[config.mk]
export PLATFORM = sky130hd
export DESIGN_NAME = timed_fault_confirmation_unit_flat
export DESIGN_NICKNAME = d
export VERILOG_FILES = /design/src/rtl/tfc_pkg.sv /design/src/rtl/tfc_in_if.sv /design/src/rtl/tfc_out_if.sv /design/src/rtl/tfc_fault_timer.sv /design/src/rtl/timed_fault_confirmation_unit.sv /design/src/flat_wrapper.sv
export VERILOG_INCLUDE_DIRS = /design/src /design/src/rtl
export SDC_FILE = /design/constraint.sdc
export NUM_CORES = 1
export LEC_CHECK = 0
export ABC_AREA = 1
export BUFFER_PORTS_ARGS = -buffer_cell sky130_fd_sc_hd__buf_2
export CAP_MARGIN = 20
export CELL_PAD_IN_SITES_DETAIL_PLACEMENT = 1
export CELL_PAD_IN_SITES_GLOBAL_PLACEMENT = 2
export CORE_ASPECT_RATIO = 1.4
export CORE_UTILIZATION = 36
export DETAILED_ROUTE_END_ITERATION = 7
export PLACE_DENSITY = 0.9
export SLEW_MARGIN = 40
export SYNTH_ARGS = -nofsm -noshare
export SYNTH_HDL_FRONTEND = slang
export SYNTH_SLANG_ARGS = --single-unit
[constraint.sdc]
create_clock -name clk -period 4.46 [get_ports clk]
set_input_delay 0 -clock clk [delete_from_list [all_inputs] [get_ports clk]]
set_output_delay 0 -clock clk [all_outputs]
set_load 0.03 [all_outputs]
[src/rtl/timed_fault_confirmation_unit_defines.svh]
// Assertion macros shared by the timed fault confirmation RTL.
`ifndef TIMED_FAULT_CONFIRMATION_UNIT_DEFINES_SVH
`define TIMED_FAULT_CONFIRMATION_UNIT_DEFINES_SVH

// Same-cycle implication, sampled on clk, off during reset.
`define TFC_ASSERT_IMP(label, ante, cons) \
    label: assert property (@(posedge clk) disable iff (!rst_n) (ante) |-> (cons)) \
        else $error("tfc assertion failed");

// Next-cycle implication, sampled on clk, off during reset.
`define TFC_ASSERT_NXT(label, ante, cons) \
    label: assert property (@(posedge clk) disable iff (!rst_n) (ante) |=> (cons)) \
        else $error("tfc assertion failed");

`endif

[src/rtl/tfc_pkg.sv]
// Types and constants for the timed fault confirmation unit.
package tfc_pkg;

    localparam int unsigned FaultCount = 5;
    localparam int unsigned CfgIndexWidth = 2;
    localparam int unsigned CfgDataWidth = 16;
    localparam int unsigned TimeWidth = 32;

    // Fault slots
    localparam int unsigned SlotComm = 0;
    localparam int unsigned SlotBridge = 1;
    localparam int unsigned SlotHeartbeat = 2;
    localparam int unsigned SlotVoltage = 3;
    localparam int unsigned SlotTemperature = 4;

    localparam logic [7:0] BridgeFailCode = 8'hFF;

    localparam logic [CfgDataWidth-1:0] CommConfirmReset = 16'd500;
    localparam logic [CfgDataWidth-1:0] VoltageConfirmReset = 16'd500;
    localparam logic [CfgDataWidth-1:0] TemperatureConfirmReset = 16'd1000;
    localparam logic [CfgDataWidth-1:0] PinTimeoutReset = 16'd1000;

    typedef enum logic [1:0] {
        OP_EVALUATE  = 2'd0,
        OP_PIN       = 2'd1,
        OP_CLEAR_ALL = 2'd2,
        OP_CLEAR_ONE = 2'd3
    } tfc_opcode_t;

    typedef enum logic [CfgIndexWidth-1:0] {
        CFG_COMM_CONFIRM  = 2'd0,
        CFG_VOLT_CONFIRM  = 2'd1,
        CFG_TEMP_CONFIRM  = 2'd2,
        CFG_PIN_TIMEOUT   = 2'd3
    } tfc_cfg_index_t;

    localparam logic [2:0] ClrComm = 3'd0;
    localparam logic [2:0] ClrVoltage = 3'd1;
    localparam logic [2:0] ClrTemperature = 3'd2;
    localparam logic [2:0] ClrBridge = 3'd3;
    localparam logic [2:0] ClrHeartbeat = 3'd4;
    localparam logic [2:0] ClrUnspecified = 3'd5;

    typedef struct packed {
        logic [1:0]           opcode;
        logic [TimeWidth-1:0] now_ms;
        logic                 comm_fail;
        logic [7:0]           bridge_summary;
        logic                 heartbeat_ok;
        logic                 over_voltage;
        logic                 under_voltage;
        logic                 over_temperature;
        logic                 under_temperature;
        logic                 pin_low;
        logic [2:0]           clear_target;
    } tfc_in_t;

    typedef struct packed {
        logic comm_confirmed;
        logic bridge_confirmed;
        logic heartbeat_confirmed;
        logic voltage_confirmed;
        logic temperature_confirmed;
        logic unspecified_confirmed;
        logic overall_fault;
        logic overall_changed;
    } tfc_out_t;

    // Per-slot control from the top level to one fault timer
    typedef struct packed {
        logic fire;     // item executes this cycle
        logic watch;    // evaluate opcode: track the condition
        logic present;  // raw condition
        logic clear;    // clear command hits this slot
    } tfc_slot_ctrl_t;

endpackage

[src/rtl/tfc_in_if.sv]
// Input item channel of the timed fault confirmation unit.
interface tfc_in_if;
    logic             valid;
    logic             ready;
    tfc_pkg::tfc_in_t data;

    modport source (output valid, output data, input ready);
    modport sink (input valid, input data, output ready);
endinterface

[src/rtl/tfc_out_if.sv]
// Result item channel of the timed fault confirmation unit.
interface tfc_out_if;
    logic              valid;
    logic              ready;
    tfc_pkg::tfc_out_t data;

    modport source (output valid, output data, input ready);
    modport sink (input valid, input data, output ready);
endinterface

[src/rtl/tfc_fault_timer.sv]
// Persistence timer and confirmation latch for one fault condition.
module tfc_fault_timer (
    input  logic                            clk,
    input  logic                            rst_n,
    input  tfc_pkg::tfc_slot_ctrl_t         ctrl,
    input  logic [tfc_pkg::TimeWidth-1:0]   now_ms,
    input  logic [tfc_pkg::CfgDataWidth-1:0] limit_ms,
    output logic                            flag_next
);

    logic [tfc_pkg::TimeWidth-1:0] start_reg;
    logic [tfc_pkg::TimeWidth-1:0] start_next;
    logic                          valid_reg;
    logic                          valid_next;
    logic                          flag_reg;
    logic [tfc_pkg::TimeWidth-1:0] elapsed;

    // A fresh start gives zero elapsed time, so it never confirms at once
    assign elapsed = valid_reg ? (now_ms - start_reg) : '0;

    always_comb
    begin
        start_next = start_reg;
        valid_next = valid_reg;
        flag_next  = flag_reg;
        if (ctrl.fire)
        begin
            if (ctrl.watch)
            begin
                if (ctrl.present)
                begin
                    if (!valid_reg)
                    begin
                        start_next = now_ms;
                        valid_next = 1'b1;
                    end
                    if (elapsed > {{(tfc_pkg::TimeWidth-tfc_pkg::CfgDataWidth){1'b0}},
                                   limit_ms})
                    begin
                        flag_next = 1'b1;
                    end
                end
                else
                begin
                    valid_next = 1'b0;
                    flag_next  = 1'b0;
                end
            end
            else if (ctrl.clear)
            begin
                valid_next = 1'b0;
                flag_next  = 1'b0;
            end
        end
    end

    always_ff @(posedge clk or negedge rst_n)
    begin
        if (!rst_n)
        begin
            valid_reg <= 1'b0;
            flag_reg  <= 1'b0;
        end
        else
        begin
            valid_reg <= valid_next;
            flag_reg  <= flag_next;
        end
    end

    always_ff @(posedge clk)
    begin
        start_reg <= start_next;
    end

endmodule

[src/rtl/timed_fault_confirmation_unit.sv]
// Timed fault confirmation unit: top level.
//
// Items arrive on req (valid/ready) and each gives exactly one result on rsp.
// An item is registered in the input register on the transfer, executed against
// the fault state once the output register is free or rsp is ready, and its
// result is written to the output register at the end of that cycle.
// Throughput is one item per cycle while rsp is not stalled; all five
// persistence checks and the pin timeout check are done in parallel by one
// subtract and compare each. When rsp is stalled the result holds in the output
// register, the item behind it holds in the input register, and req.ready drops
// only when both are full.
// Configuration (cfg_write, cfg_index, cfg_data) writes one of the four
// millisecond limits; write it only while no item is in flight.
// Reset (rst_n low, asynchronous) clears all confirmations, the start-mark valids,
// the pin timer valid and both pipeline valids, and loads the default limits.
`include "timed_fault_confirmation_unit_defines.svh"

module timed_fault_confirmation_unit (
    input  logic                                 clk,
    input  logic                                 rst_n,
    tfc_in_if.sink                               req,
    tfc_out_if.source                            rsp,
    input  logic                                 cfg_write,
    input  logic [tfc_pkg::CfgIndexWidth-1:0]    cfg_index,
    input  logic [tfc_pkg::CfgDataWidth-1:0]     cfg_data
);

    // Configuration registers
    logic [tfc_pkg::CfgDataWidth-1:0] comm_limit_reg;
    logic [tfc_pkg::CfgDataWidth-1:0] volt_limit_reg;
    logic [tfc_pkg::CfgDataWidth-1:0] temp_limit_reg;
    logic [tfc_pkg::CfgDataWidth-1:0] pin_limit_reg;

    // Pipeline registers
    logic              in_valid_reg;
    tfc_pkg::tfc_in_t  in_data_reg;
    logic              out_valid_reg;
    tfc_pkg::tfc_out_t out_data_reg;
    tfc_pkg::tfc_out_t out_data_next;
    logic              advance;

    // Pin and summary state
    logic                          pin_asserted_reg;
    logic                          pin_asserted_next;
    logic [tfc_pkg::TimeWidth-1:0] pin_start_reg;
    logic [tfc_pkg::TimeWidth-1:0] pin_start_next;
    logic                          pin_valid_reg;
    logic                          pin_valid_next;
    logic                          unspec_reg;
    logic                          unspec_next;
    logic                          last_overall_reg;
    logic                          overall;

    tfc_pkg::tfc_slot_ctrl_t          slot_ctrl [tfc_pkg::FaultCount];
    logic [tfc_pkg::CfgDataWidth-1:0] slot_limit [tfc_pkg::FaultCount];
    logic [tfc_pkg::FaultCount-1:0]   flag_next;
    logic [tfc_pkg::FaultCount-1:0]   slot_present;
    logic [tfc_pkg::FaultCount-1:0]   slot_clear;
    logic                             is_eval;
    logic                             is_clear_all;
    logic                             is_clear_one;
    logic                             any_specific;
    logic [tfc_pkg::TimeWidth-1:0]    pin_elapsed;
    logic                             rsp_specific;
    logic                             rsp_any;

    assign advance = in_valid_reg && (!out_valid_reg || rsp.ready);
    assign req.ready = !in_valid_reg || advance;
    assign rsp.valid = out_valid_reg;
    assign rsp.data = out_data_reg;

    always_ff @(posedge clk or negedge rst_n)
    begin
        if (!rst_n)
        begin
            comm_limit_reg <= tfc_pkg::CommConfirmReset;
            volt_limit_reg <= tfc_pkg::VoltageConfirmReset;
            temp_limit_reg <= tfc_pkg::TemperatureConfirmReset;
            pin_limit_reg  <= tfc_pkg::PinTimeoutReset;
        end
        else if (cfg_write)
        begin
            case (tfc_pkg::tfc_cfg_index_t'(cfg_index))
                tfc_pkg::CFG_COMM_CONFIRM: comm_limit_reg <= cfg_data;
                tfc_pkg::CFG_VOLT_CONFIRM: volt_limit_reg <= cfg_data;
                tfc_pkg::CFG_TEMP_CONFIRM: temp_limit_reg <= cfg_data;
                tfc_pkg::CFG_PIN_TIMEOUT:  pin_limit_reg  <= cfg_data;
                default: ;
            endcase
        end
    end

    // Opcode decode
    assign is_eval      = in_data_reg.opcode == tfc_pkg::OP_EVALUATE;
    assign is_clear_all = in_data_reg.opcode == tfc_pkg::OP_CLEAR_ALL;
    assign is_clear_one = in_data_reg.opcode == tfc_pkg::OP_CLEAR_ONE;

    always_comb
    begin
        slot_present[tfc_pkg::SlotComm]        = in_data_reg.comm_fail;
        slot_present[tfc_pkg::SlotBridge]      =
            in_data_reg.bridge_summary == tfc_pkg::BridgeFailCode;
        slot_present[tfc_pkg::SlotHeartbeat]   = !in_data_reg.heartbeat_ok;
        slot_present[tfc_pkg::SlotVoltage]     =
            in_data_reg.over_voltage | in_data_reg.under_voltage;
        slot_present[tfc_pkg::SlotTemperature] =
            in_data_reg.over_temperature | in_data_reg.under_temperature;

        slot_clear[tfc_pkg::SlotComm]        = is_clear_all ||
            (is_clear_one && in_data_reg.clear_target == tfc_pkg::ClrComm);
        slot_clear[tfc_pkg::SlotBridge]      = is_clear_all ||
            (is_clear_one && in_data_reg.clear_target == tfc_pkg::ClrBridge);
        slot_clear[tfc_pkg::SlotHeartbeat]   = is_clear_all ||
            (is_clear_one && in_data_reg.clear_target == tfc_pkg::ClrHeartbeat);
        slot_clear[tfc_pkg::SlotVoltage]     = is_clear_all ||
            (is_clear_one && in_data_reg.clear_target == tfc_pkg::ClrVoltage);
        slot_clear[tfc_pkg::SlotTemperature] = is_clear_all ||
            (is_clear_one && in_data_reg.clear_target == tfc_pkg::ClrTemperature);

        slot_limit[tfc_pkg::SlotComm]        = comm_limit_reg;
        slot_limit[tfc_pkg::SlotBridge]      = comm_limit_reg;
        slot_limit[tfc_pkg::SlotHeartbeat]   = comm_limit_reg;
        slot_limit[tfc_pkg::SlotVoltage]     = volt_limit_reg;
        slot_limit[tfc_pkg::SlotTemperature] = temp_limit_reg;
    end

    for (genvar g = 0; g < tfc_pkg::FaultCount; g++)
    begin : g_slot
        assign slot_ctrl[g] = '{fire: advance, watch: is_eval,
                                present: slot_present[g], clear: slot_clear[g]};

        tfc_fault_timer u_timer (
            .clk       (clk),
            .rst_n     (rst_n),
            .ctrl      (slot_ctrl[g]),
            .now_ms    (in_data_reg.now_ms),
            .limit_ms  (slot_limit[g]),
            .flag_next (flag_next[g])
        );
    end

    assign any_specific = |flag_next;
    assign pin_elapsed = in_data_reg.now_ms - pin_start_reg;

    always_comb
    begin
        pin_asserted_next = pin_asserted_reg;
        pin_start_next    = pin_start_reg;
        pin_valid_next    = pin_valid_reg;
        unspec_next       = unspec_reg;
        case (tfc_pkg::tfc_opcode_t'(in_data_reg.opcode))
            tfc_pkg::OP_EVALUATE:
            begin
                if (any_specific)
                begin
                    unspec_next = 1'b0;
                end
                else if (pin_asserted_reg && pin_valid_reg && pin_elapsed >
                         {{(tfc_pkg::TimeWidth-tfc_pkg::CfgDataWidth){1'b0}},
                          pin_limit_reg})
                begin
                    unspec_next = 1'b1;
                end
            end
            tfc_pkg::OP_PIN:
            begin
                pin_asserted_next = in_data_reg.pin_low;
                if (in_data_reg.pin_low)
                begin
                    if (!pin_valid_reg)
                    begin
                        pin_start_next = in_data_reg.now_ms;
                        pin_valid_next = 1'b1;
                    end
                end
                else
                begin
                    pin_valid_next = 1'b0;
                    unspec_next    = 1'b0;
                end
            end
            tfc_pkg::OP_CLEAR_ALL:
            begin
                unspec_next = 1'b0;
            end
            tfc_pkg::OP_CLEAR_ONE:
            begin
                if (in_data_reg.clear_target == tfc_pkg::ClrUnspecified)
                begin
                    unspec_next = 1'b0;
                end
            end
            default: ;
        endcase
    end

    assign overall = any_specific || unspec_next;

    always_comb
    begin
        out_data_next.comm_confirmed        = flag_next[tfc_pkg::SlotComm];
        out_data_next.bridge_confirmed      = flag_next[tfc_pkg::SlotBridge];
        out_data_next.heartbeat_confirmed   = flag_next[tfc_pkg::SlotHeartbeat];
        out_data_next.voltage_confirmed     = flag_next[tfc_pkg::SlotVoltage];
        out_data_next.temperature_confirmed = flag_next[tfc_pkg::SlotTemperature];
        out_data_next.unspecified_confirmed = unspec_next;
        out_data_next.overall_fault         = overall;
        out_data_next.overall_changed       = overall != last_overall_reg;
    end

    always_ff @(posedge clk or negedge rst_n)
    begin
        if (!rst_n)
        begin
            in_valid_reg     <= 1'b0;
            out_valid_reg    <= 1'b0;
            pin_asserted_reg <= 1'b0;
            pin_valid_reg    <= 1'b0;
            unspec_reg       <= 1'b0;
            last_overall_reg <= 1'b0;
        end
        else
        begin
            if (req.ready)
            begin
                in_valid_reg <= req.valid;
            end
            if (advance)
            begin
                out_valid_reg    <= 1'b1;
                pin_asserted_reg <= pin_asserted_next;
                pin_valid_reg    <= pin_valid_next;
                unspec_reg       <= unspec_next;
                last_overall_reg <= overall;
            end
            else if (rsp.ready)
            begin
                // drop the result once transferred
                out_valid_reg <= 1'b0;
            end
        end
    end

    always_ff @(posedge clk)
    begin
        if (req.valid && req.ready)
        begin
            in_data_reg <= req.data;
        end
        if (advance)
        begin
            out_data_reg  <= out_data_next;
            pin_start_reg <= pin_start_next;
        end
    end

    assign rsp_specific = rsp.data.comm_confirmed || rsp.data.bridge_confirmed ||
                          rsp.data.heartbeat_confirmed || rsp.data.voltage_confirmed ||
                          rsp.data.temperature_confirmed;
    assign rsp_any = rsp_specific || rsp.data.unspecified_confirmed;

    `TFC_ASSERT_IMP(a_overall_is_or, rsp.valid, rsp.data.overall_fault == rsp_any)
    `TFC_ASSERT_IMP(a_unspec_excl, rsp.valid && rsp.data.unspecified_confirmed, !rsp_specific)
    `TFC_ASSERT_IMP(a_unspec_needs_pin, $rose(unspec_reg), pin_asserted_reg && pin_valid_reg)
    `TFC_ASSERT_NXT(a_advance_fills_out, advance, out_valid_reg)

endmodule

[src/flat_wrapper.sv]
// flat-port wrapper written by rule: the top's interface ports become plain ports
module timed_fault_confirmation_unit_flat 
  (clk, rst_n, cfg_write, cfg_index, cfg_data, req_valid, req_data, req_ready, rsp_valid, rsp_data, rsp_ready);
  tfc_in_if req_i ();
  tfc_out_if rsp_i ();
  input  logic clk;
  input  logic rst_n;
  input  logic cfg_write;
  input  logic [tfc_pkg::CfgIndexWidth-1:0] cfg_index;
  input  logic [tfc_pkg::CfgDataWidth-1:0] cfg_data;
  input wire logic [$bits(req_i.valid)-1:0] req_valid;
  input wire logic [$bits(req_i.data)-1:0] req_data;
  output wire logic [$bits(req_i.ready)-1:0] req_ready;
  output wire logic [$bits(rsp_i.valid)-1:0] rsp_valid;
  output wire logic [$bits(rsp_i.data)-1:0] rsp_data;
  input wire logic [$bits(rsp_i.ready)-1:0] rsp_ready;
  assign req_i.valid = req_valid;
  assign req_i.data = req_data;
  assign req_ready = req_i.ready;
  assign rsp_valid = rsp_i.valid;
  assign rsp_data = rsp_i.data;
  assign rsp_i.ready = rsp_ready;
  timed_fault_confirmation_unit u_core (.clk(clk), .rst_n(rst_n), .req(req_i), .rsp(rsp_i), .cfg_write(cfg_write), .cfg_index(cfg_index), .cfg_data(cfg_data));
endmodule
==> metrics.md <==
| Metric | Value |
|---|---|
| Status | `finished clean` |
| Chip width | `240 um` |
| Critical path class | `reg -> reg` |
| Endpoint class of the critical path | `register` |
| Share of cells above drive strength 1 | `0.0910` |
| Synthesized net count | `4639` |
| HP Class | `in -> reg` |
| CTS max path bufs | `3` |
| Routed WL per cell | `20.4 um` |
| Vias in the first global route | `29.8k` |
| Post-Syn Area | `0.0287 mm2` |
| Yosys reg bits | `331` |
| Final Hold Violating Endpoints | `0` |
| Reg2Reg Depth | `23` |
| Synth unique cells | `42` |
| NumNets Final | `4925` |
| Ys async rst share | `0.239` |
| PD cells | `332 mW/mm2` |
| Cts bufs inserted | `39` |
| Crit path top cell by count | `nand2_1` |
| Gate Count Post-Synth | `4276` |
| Hold path startpoint | `cfg_write` |
| Iter 0 DRT Violations | `1540` |
| Post-DR vias/cell | `5.05` |
| WP data arrival | `4.68 ns` |
| R2R Path End | `u_core.rsp.data[0]$_DFFE_PP_` |
| DP Area | `0.0311 mm2` |
| Synth Flop Type | `edfxtp_1` |
| Clock slew at reported path FFs | `0.07 ns` |
| Final Cycle Share | `0.967` |
| Placer's final routability congestion estimate | `0.946` |
| Total iterations of the first detailed-routing run | `5` |
| Largest net degree at the start of global routing | `57` |
| Via count | `28.5k` |
| Clock root buffer | `clkbuf_16` |
| Site Rows | `122` |
| GR Util All Layers | `0.287` |
| Slew Limit Fails | `0` |
| Count of input and output buffers | `84` |
| CP max stage delay | `0.50 ns` |
| Overflow after GRT | `0` |
| Seq/Total Area, Yosys | `0.334` |
| Max Clk Rate | `232 MHz` |
| FF-to-FF Start | `u_core.in_data_reg[28]$_DFFE_PP_` |
| Final Cell Area | `0.0337 mm2` |
| Area Growth Syn to Fin | `17.5%` |
| Critical path launch point type | `register` |
| Fin crit period | `4.31 ns` |
| Synth Warn # | `0` |
| Reg2reg setup slack | `0.15 ns` |
| Initial Utilization | `0.363` |
| Routed WL | `116000 um` |
| Setup violators final | `0` |
| CP Buf/Inv Count | `2` |
| Num Clock Sinks | `331` |
| EDFF count, synth | `252` |
| Req. time, crit path | `4.82 ns` |
| Rel. slew slack | `0.409` |
| Slew @ Worst Pin | `0.887 ns` |
| IO Pins | `85` |
| CP max FO | `5` |
| Worst Hold Depth | `5` |
| Initial antenna violation count | `10` |
| Post-route antenna net violation count | `0` |
| Remaining DRCs | `0` |
| Max Cap Viol | `0` |
| DIE HEIGHT | `336 um` |
| Synth Area per Inst | `6.70 um2` |
| Core Footprint | `0.0789 mm2` |
| Crit-path cells | `buf_4 -> ha_1 -> nand2_1 -> nor2_2 -> and3_1 -> nand2_1 -> nand2_2 -> o21ai_0 -> a21oi_1 -> ha_1 -> a21oi_1 -> nor2_1 -> a211oi_1 -> o211ai_1 -> o31ai_2 -> nand3_2 -> buf_4 -> a21oi_1 -> nand2_1 -> nor2_1 -> nand4_1 -> nand2_1 -> nand2_1` |
| Clk_lat worst skew | `0.62 ns` |
| Leakage | `18.0 nW` |
| WHS Endpoint | `u_core.temp_limit_reg[6]$_DFFE_PN1P_` |
| Max reg flops | `160` |
| Final HPWL DP | `90600 um` |
| Final Skew | `0.0219 ns` |
| CTS tree | `built` |
| Die ar. | `0.0808 mm2` |
| Total design power | `0.0112 W` |
| H-tree levels | `2` |
| First-pass GRT wire length | `173000 um` |
| Top delay family on crit path | `simple AND/OR/NAND/NOR gates` |
| Maximum vdd drop | `353 uV` |
| Crit path max-delay cell type | `edfxtp_1` |
tightest hold or removal path: stages:
cell	delay, ns
buf_2	0.14
nand3_1	0.09
buf_4	0.24
nand2_1	0.09
o21ai_0	0.08
metrics by stage:
stage	instances	util	hold WS, ns	setup slack (ns)	setup TNS [ns]
global route	5648	0.427	0.0669	-0.0652	-0.0652
detailed placement	5472	0.394	-0.0365	-0.00659	-0.00659
finish	5650	0.427	0.0274	0.146	0
CTS	5625	0.421	0.00125	0.00355	0
global placement	5467	0.393	-0.0409	0.0369	0
floorplan	4276	-	-0.296	0.725	0
worst max path at each step:
| stage | from | cells after the start | slack (ns) | end |
|---|---|---|---|---|
| after floorplan | u_core.in_data_reg[50]$_DFFE_PP_ | 6 | 0.73 | u_core.g_slot[1].u_timer.start_reg[0]$_DFFE_PP_ |
| after global placement | u_core.in_data_reg[27]$_DFFE_PP_ | 23 | 0.04 | u_core.rsp.data[0]$_DFFE_PP_ |
| after detailed placement | u_core.in_data_reg[27]$_DFFE_PP_ | 23 | -0.007 | u_core.rsp.data[0]$_DFFE_PP_ |
| after CTS | u_core.in_data_reg[29]$_DFFE_PP_ | 22 | 0.004 | u_core.rsp.data[0]$_DFFE_PP_ |
| after global routing | u_core.in_data_reg[20]$_DFFE_PP_ | 25 | -0.07 | u_core.rsp.data[0]$_DFFE_PP_ |
| final | u_core.in_data_reg[28]$_DFFE_PP_ | 23 | 0.15 | u_core.rsp.data[0]$_DFFE_PP_ |
what timing repair did:
| item | 4_1_cts | 5_1_grt |
|---|---|---|
| pin swaps | 0 | 6 |
| gates resized for setup | 0 | 60 |
| setup buffers | 4 | 22 |
| hold buffers | 77 | 0 |
| endpoints found under the hold margin | 168 | 0 |
| endpoints found under the setup margin | 1 | 5 |
cells by family (layout without fill, tap and decap cells):
family | Yosys count | count (layout) | synth area share
xor+xnor | 32 | 32 | 0.00978
fa+ha+maj | 288 | 288 | 0.127
simple gates | 2161 | 2161 | 0.313
other cells | 0 | 3 | 0
compound gates | 446 | 446 | 0.0824
flops | 331 | 331 | 0.334
buf+inv | 1018 | 1335 | 0.133
final cells by class:
| class | instances | area (um2) |
|---|---|---|
| fillers | 10200 | 45200 |
| multi-input cells | 2927 | 15600 |
| flip-flops and latches | 331 | 9570 |
| inverters | 988 | 3710 |
| repair buffers | 275 | 2190 |
| well taps | 1054 | 1320 |
| clock buffers | 49 | 1040 |
| clock inverters | 23 | 280 |
| diodes | 3 | 7.51 |
Yosys cell counts, drive strengths merged (13+ instances only):
master | count | area (um2)
dfrtp | 55 | 1380
clkbuf | 27 | 101
edfxtp | 252 | 7570
nand2 | 1443 | 5480
ha | 282 | 3530
nor3 | 31 | 201
a21oi | 230 | 1150
nand3 | 277 | 1410
dfstp | 24 | 631
o21bai | 16 | 120
xor2 | 19 | 166
nand4 | 57 | 357
nor2 | 307 | 1210
nand3b | 24 | 180
inv | 987 | 3700
xnor2 | 13 | 114
o21ai | 167 | 836
cell usage in the layout (no fill, tap or decap), types with 39 or more instances in the layout:
cell type	instances
nand2_1	1415
inv_1	978
nor2_1	277
ha_1	264
nand3_1	261
edfxtp_1	252
a21oi_1	223
o21ai_0	167
buf_4	101
buf_2	83
dlygate4sd3_1	76
nand4_1	57
dfrtp_1	55
clkbuf_16	39
layer usage:
metal | part of all wire | wire, um | global-route usage
met1 | 0.37 | 43200 | 0.305
met2 | 0.50 | 58200 | 0.519
met4 | 0.078 | 9000 | 0.203
met3 | 0.044 | 5120 | 0.0406
met5 | 0.00012 | 14 | 0
report_power, final:
group	total [W]	leakage, nW	internal, W	switching [W]
sequential	0.00385	3.26	0.00362	0.000233
combinational	0.00387	14.1	0.00130	0.00257
clock	0.00348	0.642	0.00193	0.00155
total	0.0112	18.0	0.00685	0.00435
(Power assumes the default switching activity.)
